### src/hw/rtl/stq_pkg.sv
// Package for the sorted timer queue: sizes, codes, payload and control types.
`timescale 1ns / 1ps
`default_nettype none
package stq_pkg;

  // Table size and derived widths
  localparam int TIMERS   = 16;
  localparam int ID_COUNT = 16;
  localparam int IDW      = 4;
  localparam int IDXW     = (TIMERS > 1) ? $clog2(TIMERS) : 1;
  localparam int CNTW     = $clog2(TIMERS + 1);

  // Operation codes
  localparam logic [1:0] OP_ADD    = 2'd0;
  localparam logic [1:0] OP_CANCEL = 2'd1;
  localparam logic [1:0] OP_TICK   = 2'd2;

  // Status codes
  localparam logic [1:0] ST_OK          = 2'd0;
  localparam logic [1:0] ST_WAITING     = 2'd1;
  localparam logic [1:0] ST_NOT_WAITING = 2'd2;
  localparam logic [1:0] ST_FULL        = 2'd3;

  typedef struct packed {
    logic [1:0]     operation;
    logic [IDW-1:0] timer_id;
    logic [30:0]    delay_ms;
    logic [31:0]    now_ms;
  } in_item_t;

  typedef struct packed {
    logic [1:0]     status;
    logic           expired_valid;
    logic [IDW-1:0] expired_id;
    logic [30:0]    time_to_next;
    logic           last;
  } out_item_t;

  // Update request for the ordered list
  typedef struct packed {
    logic            insert;
    logic            remove;
    logic [IDXW-1:0] pos;
    logic [IDW-1:0]  id;
  } ord_ctl_t;

  // Result of the shared deadline compare
  typedef struct packed {
    logic [31:0] diff;
    logic        later;
  } cmp_res_t;

endpackage
`default_nettype wire

### src/hw/rtl/stq_cmp.sv
// Shared wrapping deadline comparator: a minus b, and whether a is later than b.
`timescale 1ns / 1ps
`default_nettype none
module stq_cmp (
  input  wire logic [31:0]      a,
  input  wire logic [31:0]      b,
  output stq_pkg::cmp_res_t     res
);

  logic [31:0] diff;

  // Signed 32-bit difference, later when strictly positive
  always_comb begin
    diff       = a - b;
    res.diff   = diff;
    res.later  = (diff != 32'd0) && !diff[31];
  end

endmodule
`default_nettype wire

### src/hw/rtl/stq_order.sv
// Ordered list of timer identifiers with single-slot insert and remove shifts.
`timescale 1ns / 1ps
`default_nettype none
module stq_order (
  input  wire logic                        clk,
  input  wire stq_pkg::ord_ctl_t           ctl,
  input  wire logic [stq_pkg::IDXW-1:0]    rd_idx,
  output logic      [stq_pkg::IDW-1:0]     rd_id,
  output logic      [stq_pkg::IDW-1:0]     head_id
);

  localparam int IDXW = stq_pkg::IDXW;

  logic [stq_pkg::IDW-1:0] order_r   [stq_pkg::TIMERS];
  logic [stq_pkg::IDW-1:0] order_nxt [stq_pkg::TIMERS];

  assign rd_id   = order_r[rd_idx];
  assign head_id = order_r[0];

  // Each slot takes its neighbor, the new id, or holds
  always_comb begin
    for (int j = 0; j < stq_pkg::TIMERS; j++) begin
      order_nxt[j] = order_r[j];
      if (ctl.insert) begin
        if (IDXW'(j) == ctl.pos) begin
          order_nxt[j] = ctl.id;
        end else if ((j > 0) && (IDXW'(j) > ctl.pos)) begin
          order_nxt[j] = order_r[(j > 0) ? j - 1 : 0];
        end
      end else if (ctl.remove) begin
        if ((j < stq_pkg::TIMERS - 1) && (IDXW'(j) >= ctl.pos)) begin
          order_nxt[j] = order_r[(j < stq_pkg::TIMERS - 1) ? j + 1 : j];
        end
      end
    end
  end

  always_ff @(posedge clk) begin
    for (int j = 0; j < stq_pkg::TIMERS; j++) begin
      order_r[j] <= order_nxt[j];
    end
  end

endmodule
`default_nettype wire

### src/hw/rtl/sorted_timer_queue_core.sv
// Sorted deadline timer queue: sequencer, deadline table and result register.
// Add: walks the list to the insert position (one compare per entry walked), then loads the result.
// Cancel: walks the list to the timer's position; tick: walks the expired run at the head.
// A tick loads each further result after the previous one transfers on out_ready.
// One item at a time; in_ready rises the cycle after the final result transfer.
// Reset (rst_n low, synchronous) empties the queue and zeroes the current time.
`timescale 1ns / 1ps
`default_nettype none
module sorted_timer_queue_core (
  input  wire logic               clk,
  input  wire logic               rst_n,
  input  wire logic               in_valid,
  output logic                    in_ready,
  input  wire stq_pkg::in_item_t  in_data,
  output logic                    out_valid,
  input  wire logic               out_ready,
  output stq_pkg::out_item_t      out_data
);

  localparam int CNTW = stq_pkg::CNTW;
  localparam int IDXW = stq_pkg::IDXW;
  localparam int IDW  = stq_pkg::IDW;

  // Sequencer states
  localparam logic [2:0] S_IDLE   = 3'd0;
  localparam logic [2:0] S_DECODE = 3'd1;
  localparam logic [2:0] S_SADD   = 3'd2;
  localparam logic [2:0] S_SCAN   = 3'd3;
  localparam logic [2:0] S_STICK  = 3'd4;
  localparam logic [2:0] S_TTN    = 3'd5;
  localparam logic [2:0] S_LOAD   = 3'd6;
  localparam logic [2:0] S_EMIT   = 3'd7;

  logic [2:0]              state_r, state_nxt;
  stq_pkg::in_item_t       item_r, item_nxt;
  logic [CNTW-1:0]         count_r, count_nxt;
  logic [stq_pkg::ID_COUNT-1:0] wait_r, wait_nxt;
  logic [31:0]             now_r, now_nxt;
  logic [31:0]             dl_r, dl_nxt;
  logic [CNTW-1:0]         idx_r, idx_nxt;
  logic [CNTW-1:0]         rem_r, rem_nxt;
  logic [1:0]              status_r, status_nxt;
  logic [30:0]             ttn_r, ttn_nxt;
  logic                    out_valid_r, out_valid_nxt;
  stq_pkg::out_item_t      out_r, out_nxt;
  logic [31:0]             deadline_r [stq_pkg::ID_COUNT];
  logic                    dl_we;

  stq_pkg::ord_ctl_t       ord_ctl;
  logic [IDW-1:0]          rd_id;
  logic [IDW-1:0]          head_id;
  logic [31:0]             cmp_b;
  stq_pkg::cmp_res_t       cmp;
  logic                    at_end;

  stq_order u_order (
    .clk     (clk),
    .ctl     (ord_ctl),
    .rd_idx  (idx_r[IDXW-1:0]),
    .rd_id   (rd_id),
    .head_id (head_id)
  );

  // One comparator serves the insert walk, the expiry walk and the next-deadline step
  assign cmp_b = (state_r == S_SADD) ? dl_r : now_r;

  stq_cmp u_cmp (
    .a   (deadline_r[rd_id]),
    .b   (cmp_b),
    .res (cmp)
  );

  assign at_end    = (idx_r >= count_r);
  assign in_ready  = (state_r == S_IDLE);
  assign out_valid = out_valid_r;
  assign out_data  = out_r;

  // Sequencer
  always_comb begin
    state_nxt     = state_r;
    item_nxt      = item_r;
    count_nxt     = count_r;
    wait_nxt      = wait_r;
    now_nxt       = now_r;
    dl_nxt        = dl_r;
    idx_nxt       = idx_r;
    rem_nxt       = rem_r;
    status_nxt    = status_r;
    ttn_nxt       = ttn_r;
    out_valid_nxt = out_valid_r;
    out_nxt       = out_r;
    dl_we         = 1'b0;
    ord_ctl       = '0;
    ord_ctl.pos   = idx_r[IDXW-1:0];
    ord_ctl.id    = item_r.timer_id;
    case (state_r)
      S_IDLE: begin
        if (in_valid) begin
          item_nxt  = in_data;
          state_nxt = S_DECODE;
        end
      end
      S_DECODE: begin
        idx_nxt    = '0;
        rem_nxt    = '0;
        status_nxt = stq_pkg::ST_OK;
        state_nxt  = S_TTN;
        case (item_r.operation)
          stq_pkg::OP_ADD: begin
            if (wait_r[item_r.timer_id]) begin
              status_nxt = stq_pkg::ST_WAITING;
            end else if (count_r >= CNTW'(stq_pkg::TIMERS)) begin
              status_nxt = stq_pkg::ST_FULL;
            end else begin
              dl_nxt    = now_r + {1'b0, item_r.delay_ms};
              state_nxt = S_SADD;
            end
          end
          stq_pkg::OP_CANCEL: begin
            if (!wait_r[item_r.timer_id]) begin
              status_nxt = stq_pkg::ST_NOT_WAITING;
            end else begin
              state_nxt = S_SCAN;
            end
          end
          stq_pkg::OP_TICK: begin
            now_nxt   = item_r.now_ms;
            state_nxt = S_STICK;
          end
          default: begin
            state_nxt = S_TTN;
          end
        endcase
      end
      // Walk to the first entry strictly later than the new deadline
      S_SADD: begin
        if (at_end || cmp.later) begin
          ord_ctl.insert = 1'b1;
          dl_we          = 1'b1;
          wait_nxt[item_r.timer_id] = 1'b1;
          count_nxt      = count_r + CNTW'(1);
          idx_nxt        = '0;
          state_nxt      = S_TTN;
        end else begin
          idx_nxt = idx_r + CNTW'(1);
        end
      end
      // Walk to the cancelled id and close the gap
      S_SCAN: begin
        if (at_end) begin
          idx_nxt   = '0;
          state_nxt = S_TTN;
        end else if (rd_id == item_r.timer_id) begin
          ord_ctl.remove = 1'b1;
          wait_nxt[item_r.timer_id] = 1'b0;
          count_nxt      = count_r - CNTW'(1);
          idx_nxt        = '0;
          state_nxt      = S_TTN;
        end else begin
          idx_nxt = idx_r + CNTW'(1);
        end
      end
      // Count the expired run at the head
      S_STICK: begin
        if (at_end || cmp.later) begin
          rem_nxt   = idx_r;
          state_nxt = S_TTN;
        end else begin
          idx_nxt = idx_r + CNTW'(1);
        end
      end
      // Time to the first entry that stays armed
      S_TTN: begin
        if (at_end || cmp.diff[31]) begin
          ttn_nxt = 31'd1;
        end else begin
          ttn_nxt = cmp.diff[30:0];
        end
        state_nxt = S_LOAD;
      end
      S_LOAD: begin
        out_nxt.status       = status_r;
        out_nxt.time_to_next = ttn_r;
        if (rem_r != '0) begin
          out_nxt.expired_valid = 1'b1;
          out_nxt.expired_id    = head_id;
          out_nxt.last          = (rem_r == CNTW'(1));
        end else begin
          out_nxt.expired_valid = 1'b0;
          out_nxt.expired_id    = '0;
          out_nxt.last          = 1'b1;
        end
        out_valid_nxt = 1'b1;
        state_nxt     = S_EMIT;
      end
      // On transfer, drop an expired head and go for the next result, or to idle after the last
      S_EMIT: begin
        if (out_ready) begin
          out_valid_nxt = 1'b0;
          if (out_r.expired_valid) begin
            ord_ctl.remove = 1'b1;
            ord_ctl.pos    = '0;
            wait_nxt[out_r.expired_id] = 1'b0;
            count_nxt      = count_r - CNTW'(1);
            rem_nxt        = rem_r - CNTW'(1);
          end
          state_nxt = out_r.last ? S_IDLE : S_LOAD;
        end
      end
      default: begin
        state_nxt = S_IDLE;
      end
    endcase
  end

  // Control state
  always_ff @(posedge clk) begin
    if (!rst_n) begin
      state_r     <= S_IDLE;
      count_r     <= '0;
      wait_r      <= '0;
      now_r       <= '0;
      out_valid_r <= 1'b0;
    end else begin
      state_r     <= state_nxt;
      count_r     <= count_nxt;
      wait_r      <= wait_nxt;
      now_r       <= now_nxt;
      out_valid_r <= out_valid_nxt;
    end
  end

  // Payload and working registers
  always_ff @(posedge clk) begin
    item_r   <= item_nxt;
    dl_r     <= dl_nxt;
    idx_r    <= idx_nxt;
    rem_r    <= rem_nxt;
    status_r <= status_nxt;
    ttn_r    <= ttn_nxt;
    out_r    <= out_nxt;
    if (dl_we) begin
      deadline_r[item_r.timer_id] <= dl_r;
    end
  end

endmodule
`default_nettype wire

### config.mk
export PLATFORM = sky130hd
export DESIGN_NAME = sorted_timer_queue_core
export DESIGN_NICKNAME = d
export VERILOG_FILES = /design/src/hw/rtl/stq_pkg.sv /design/src/hw/rtl/stq_cmp.sv /design/src/hw/rtl/stq_order.sv /design/src/hw/rtl/sorted_timer_queue_core.sv
export SDC_FILE = /design/constraint.sdc
export NUM_CORES = 1
export LEC_CHECK = 0
export BUFFER_PORTS_ARGS = -buffer_cell sky130_fd_sc_hd__buf_2
export CORE_AREA = 4 4 253 502
export DETAILED_ROUTE_END_ITERATION = 12
export DIE_AREA = 0 0 257 506
export PLACE_DENSITY = 0.46
export SLEW_MARGIN = 20
export SYNTH_ARGS = -nofsm -noshare
export SYNTH_HDL_FRONTEND = slang
export SYNTH_SLANG_ARGS = --single-unit
### constraint.sdc
create_clock -name clk -period 10.5 [get_ports clk]
set_input_delay 2.1 -clock clk [delete_from_list [all_inputs] [get_ports clk]]
set_output_delay 2.1 -clock clk [all_outputs]
set_load 0.03 [all_outputs]
==> qor.txt <==
Cells after DPL: 4344
Max Cap Violations: 0
synthesis-to-layout area growth: 13.8%
post-route setup TNS: 0 ps
Slew HR: 31.7%
Fill cells: 12000
HPWL after DPL: 78700 µm
flops & latches, synth: 820
Worst VDD drop: 0.153 mV
I/O pins: 114
most common cell after layout, fill and taps aside: edfxtp_1
H-tree Lvls: 3
P per Cell Area: 254 nW/µm²
initial antenna violation count: 7
Clock Skews: 27.1 ps
Mapped Nets: 2820
Yosys cell types: 80
R2R Path End: u_order.order_r[14][2]$_DFFE_PP_
Arr. time, crit path: 9720 ps
top-area cell type share of the netlist area: 62.1%
Avg WL per Cell: 25.6 µm
die height: 506 µm
Worst Setup Start Kind: flop
Synth Area per Inst: 13.8 µm²
setup violators final: 0
root buf cell: clkbuf_16
synth top area cells: edfxtp_1 (62%), mux2i_1 (6.1%), dfxtp_1 (3.3%)
Overflow after GRT: 0
Clock Sinks: 820
share of post-route cells with drive strength above 1: 13.8%
Worst Tran Pin Value: 1020 ps
Port Buffers: 113
Crit Path Max Fanout: 121
die width: 257 µm
status: finished clean
Initial Utilization: 29.8%
register area share after synthesis: 65.4%
unrepaired setup endpoints after global routing: false
clk buf depth: 3
Clock transition at path regs: 70 ps
worst r2r path cells: 22
nets: 2914
total track usage: 17.2%
Post-synth EDFFs: 759
register cell area after layout: 24000 µm²
Synth area leader: edfxtp_1
fin. max-slew vios: 0
hold_sp: ttn_r[7]$_SDFFCE_PP0N_
critical path class: flop to flop
Hold Crit Class: flop to flop
Period minus WS final: 9330 ps
post-cts hold buffer count: 0
Max Freq: 0.107 GHz
row cnt: 182
vias in the first global route: 23500
Clock Latency Late Sink: 660 ps
Via density: 5.09
CTS tree: done
WL final: 115000 µm
worst hold endpoint: out_data[8]$_DFFE_PP_
initial drt markers: 1595
CTS buffer count: 73
GPL Wtd Cong: 0.932
Setup Fix Bufs, Post-CTS: 0
r2r setup slk: 1170 ps
Cell Area, Synth: 36700 µm²
Fin. Hold Viols: 0
ys flop type: edfxtp_1
crit end category: flop
ys async rst share: 0%
first-pass GRT wire length: 165000 µm
antenna-violating nets left: 0
Die ar.: 130000 µm²
vias post-DR: 22800
Hold Path Stages: 0
area of the multi-input gates: 12100 µm²
final cell count without fillers: 4478
most frequent cells in the layout: edfxtp_1 (759), nand2_1 (283), mux2i_1 (225), a21oi_1 (166), nor2_1 (158)
Worst Path Required: 10900 ps
Synth Instances: 2669
core area: 123000 µm²
largest net degree at the start of global routing: 122
DR pass1 iterations: 5
# resized after CTS: 0
fin crit share: 88.8%
YS warnings: 0
leakage: 14.3 nW
Residual DRC: 0
## worst max-delay path: stages (launching register included)
cell       delay [ps]
dfxtp_1           870
mux4_2            610
mux4_4            970
buf_4             420
a311oi_1          340
a211oi_1          120
a21oi_1           700
ha_1              480
a21oi_1           220
o21ai_0           280
a2111oi_0         500
a31oi_1           320
xnor2_1           360
nand4_1           140
nor4b_1           480
nand3_1           130
nor4_1            410
a21oi_2           190
nand2_2           140
clkinv_2          100
buf_6             300
or3_1             640
and2_1            290
## metal layers
| layer | track usage [%] | vias to the layer above | share of wire (%) |
|---|---|---|---|
| met5 | 0 | - | 0 |
| met4 | 6.58 | 0 | 4.1 |
| met3 | 2.22 | 208 | 3.1 |
| met2 | 34.7 | 566 | 57 |
| met1 | 17.6 | 11700 | 36 |
| li1 | - | 10400 | - |
## how the worst max path moves through the flow
stage | startpoint | end | slack [ps] | cells past startpoint
final | flop | u_order.order_r[14][2]$_DFFE_PP_ | 1170 | 22
after global routing | flop | u_order.order_r[14][1]$_DFFE_PP_ | 740 | 24
after CTS | flop | u_order.order_r[14][0]$_DFFE_PP_ | 1060 | 22
after detailed placement | flop | u_order.order_r[14][0]$_DFFE_PP_ | 1110 | 22
after global placement | flop | count_r[2]$_SDFFE_PN0P_ | 1160 | 23
after floorplan | flop | wait_r[0]$_SDFFE_PN0P_ | 1040 | 26
## cell type report
type	instances	area share, %
Antenna cell	1	0.00599
Inverter	37	0.335
Tap cell	1656	4.96
Timing Repair Buffer	171	2.57
Sequential cell	820	57.5
Clock buffer	90	4.70
Multi-Input combinational cell	1660	28.9
Clock inverter	43	1.02
## power by group
group / internal (W) / switching [W]
Sequential: 0.00369 / 0.000115
Combinational: 0.00143 / 0.00263
Clock: 0.00151 / 0.00123
Total: 0.00663 / 0.00397
## through the flow
step	hold WS, ps	cell area [µm²]	utilization [%]	setup WS [ps]	total power (W)
after floorplan	400	36700	-	1040	0.00655
after global placement	409	39400	32.0	1160	0.00792
after detailed placement	405	39400	32.0	1110	0.00796
after CTS	421	41800	33.9	1060	0.0107
after global routing	425	41800	33.9	740	0.0111
final	420	41800	33.9	1170	0.0106
## flip-flops by register name, summed over array words and instances, names as in the netlist, named ones only
signal and flops:
deadline_r 512, item_r 69, u_order.order_r 64, out_data 39, dl_r 32, now_r 32
ttn_r 31, wait_r 16, count_r 5, idx_r 5, rem_r 5, state_r 3
status_r 2, out_valid 1
## Yosys cell counts (7+ instances only)
library cell and count:
a31oi_1 46, xnor2_1 43, mux4_2 53, a21oi_1 166, inv_1 36, a21boi_0 32, o21ai_0 50, nand4_1 9
or3_1 7, mux2_2 7, mux2i_1 225, a311oi_1 32, a21boi_1 8, dfxtp_1 61, nand2_1 283, edfxtp_1 759
nor2_1 166, nand2b_1 18, buf_1 13, a21o_1 25, nor4_1 11, o221a_1 8, o21a_1 16, xor2_1 21
buf_2 12, nor3_1 32, nor2b_1 18, a211oi_1 100, a22oi_1 11, o211ai_1 9, clkbuf_1 119, and3_1 8
and2_1 73, nand3_1 27, ha_1 75
## logic make-up after synthesis
| group | synth area share [%] |
|---|---|
| mux | 9.76 |
| xor+xnor | 1.53 |
| compound gates | 10.1 |
| simple gates | 8.36 |
| flops | 65.4 |
| fa+ha+maj | 2.72 |
| buf+inv | 2.10 |
Note: power is estimated with default switching activity, not from simulation.
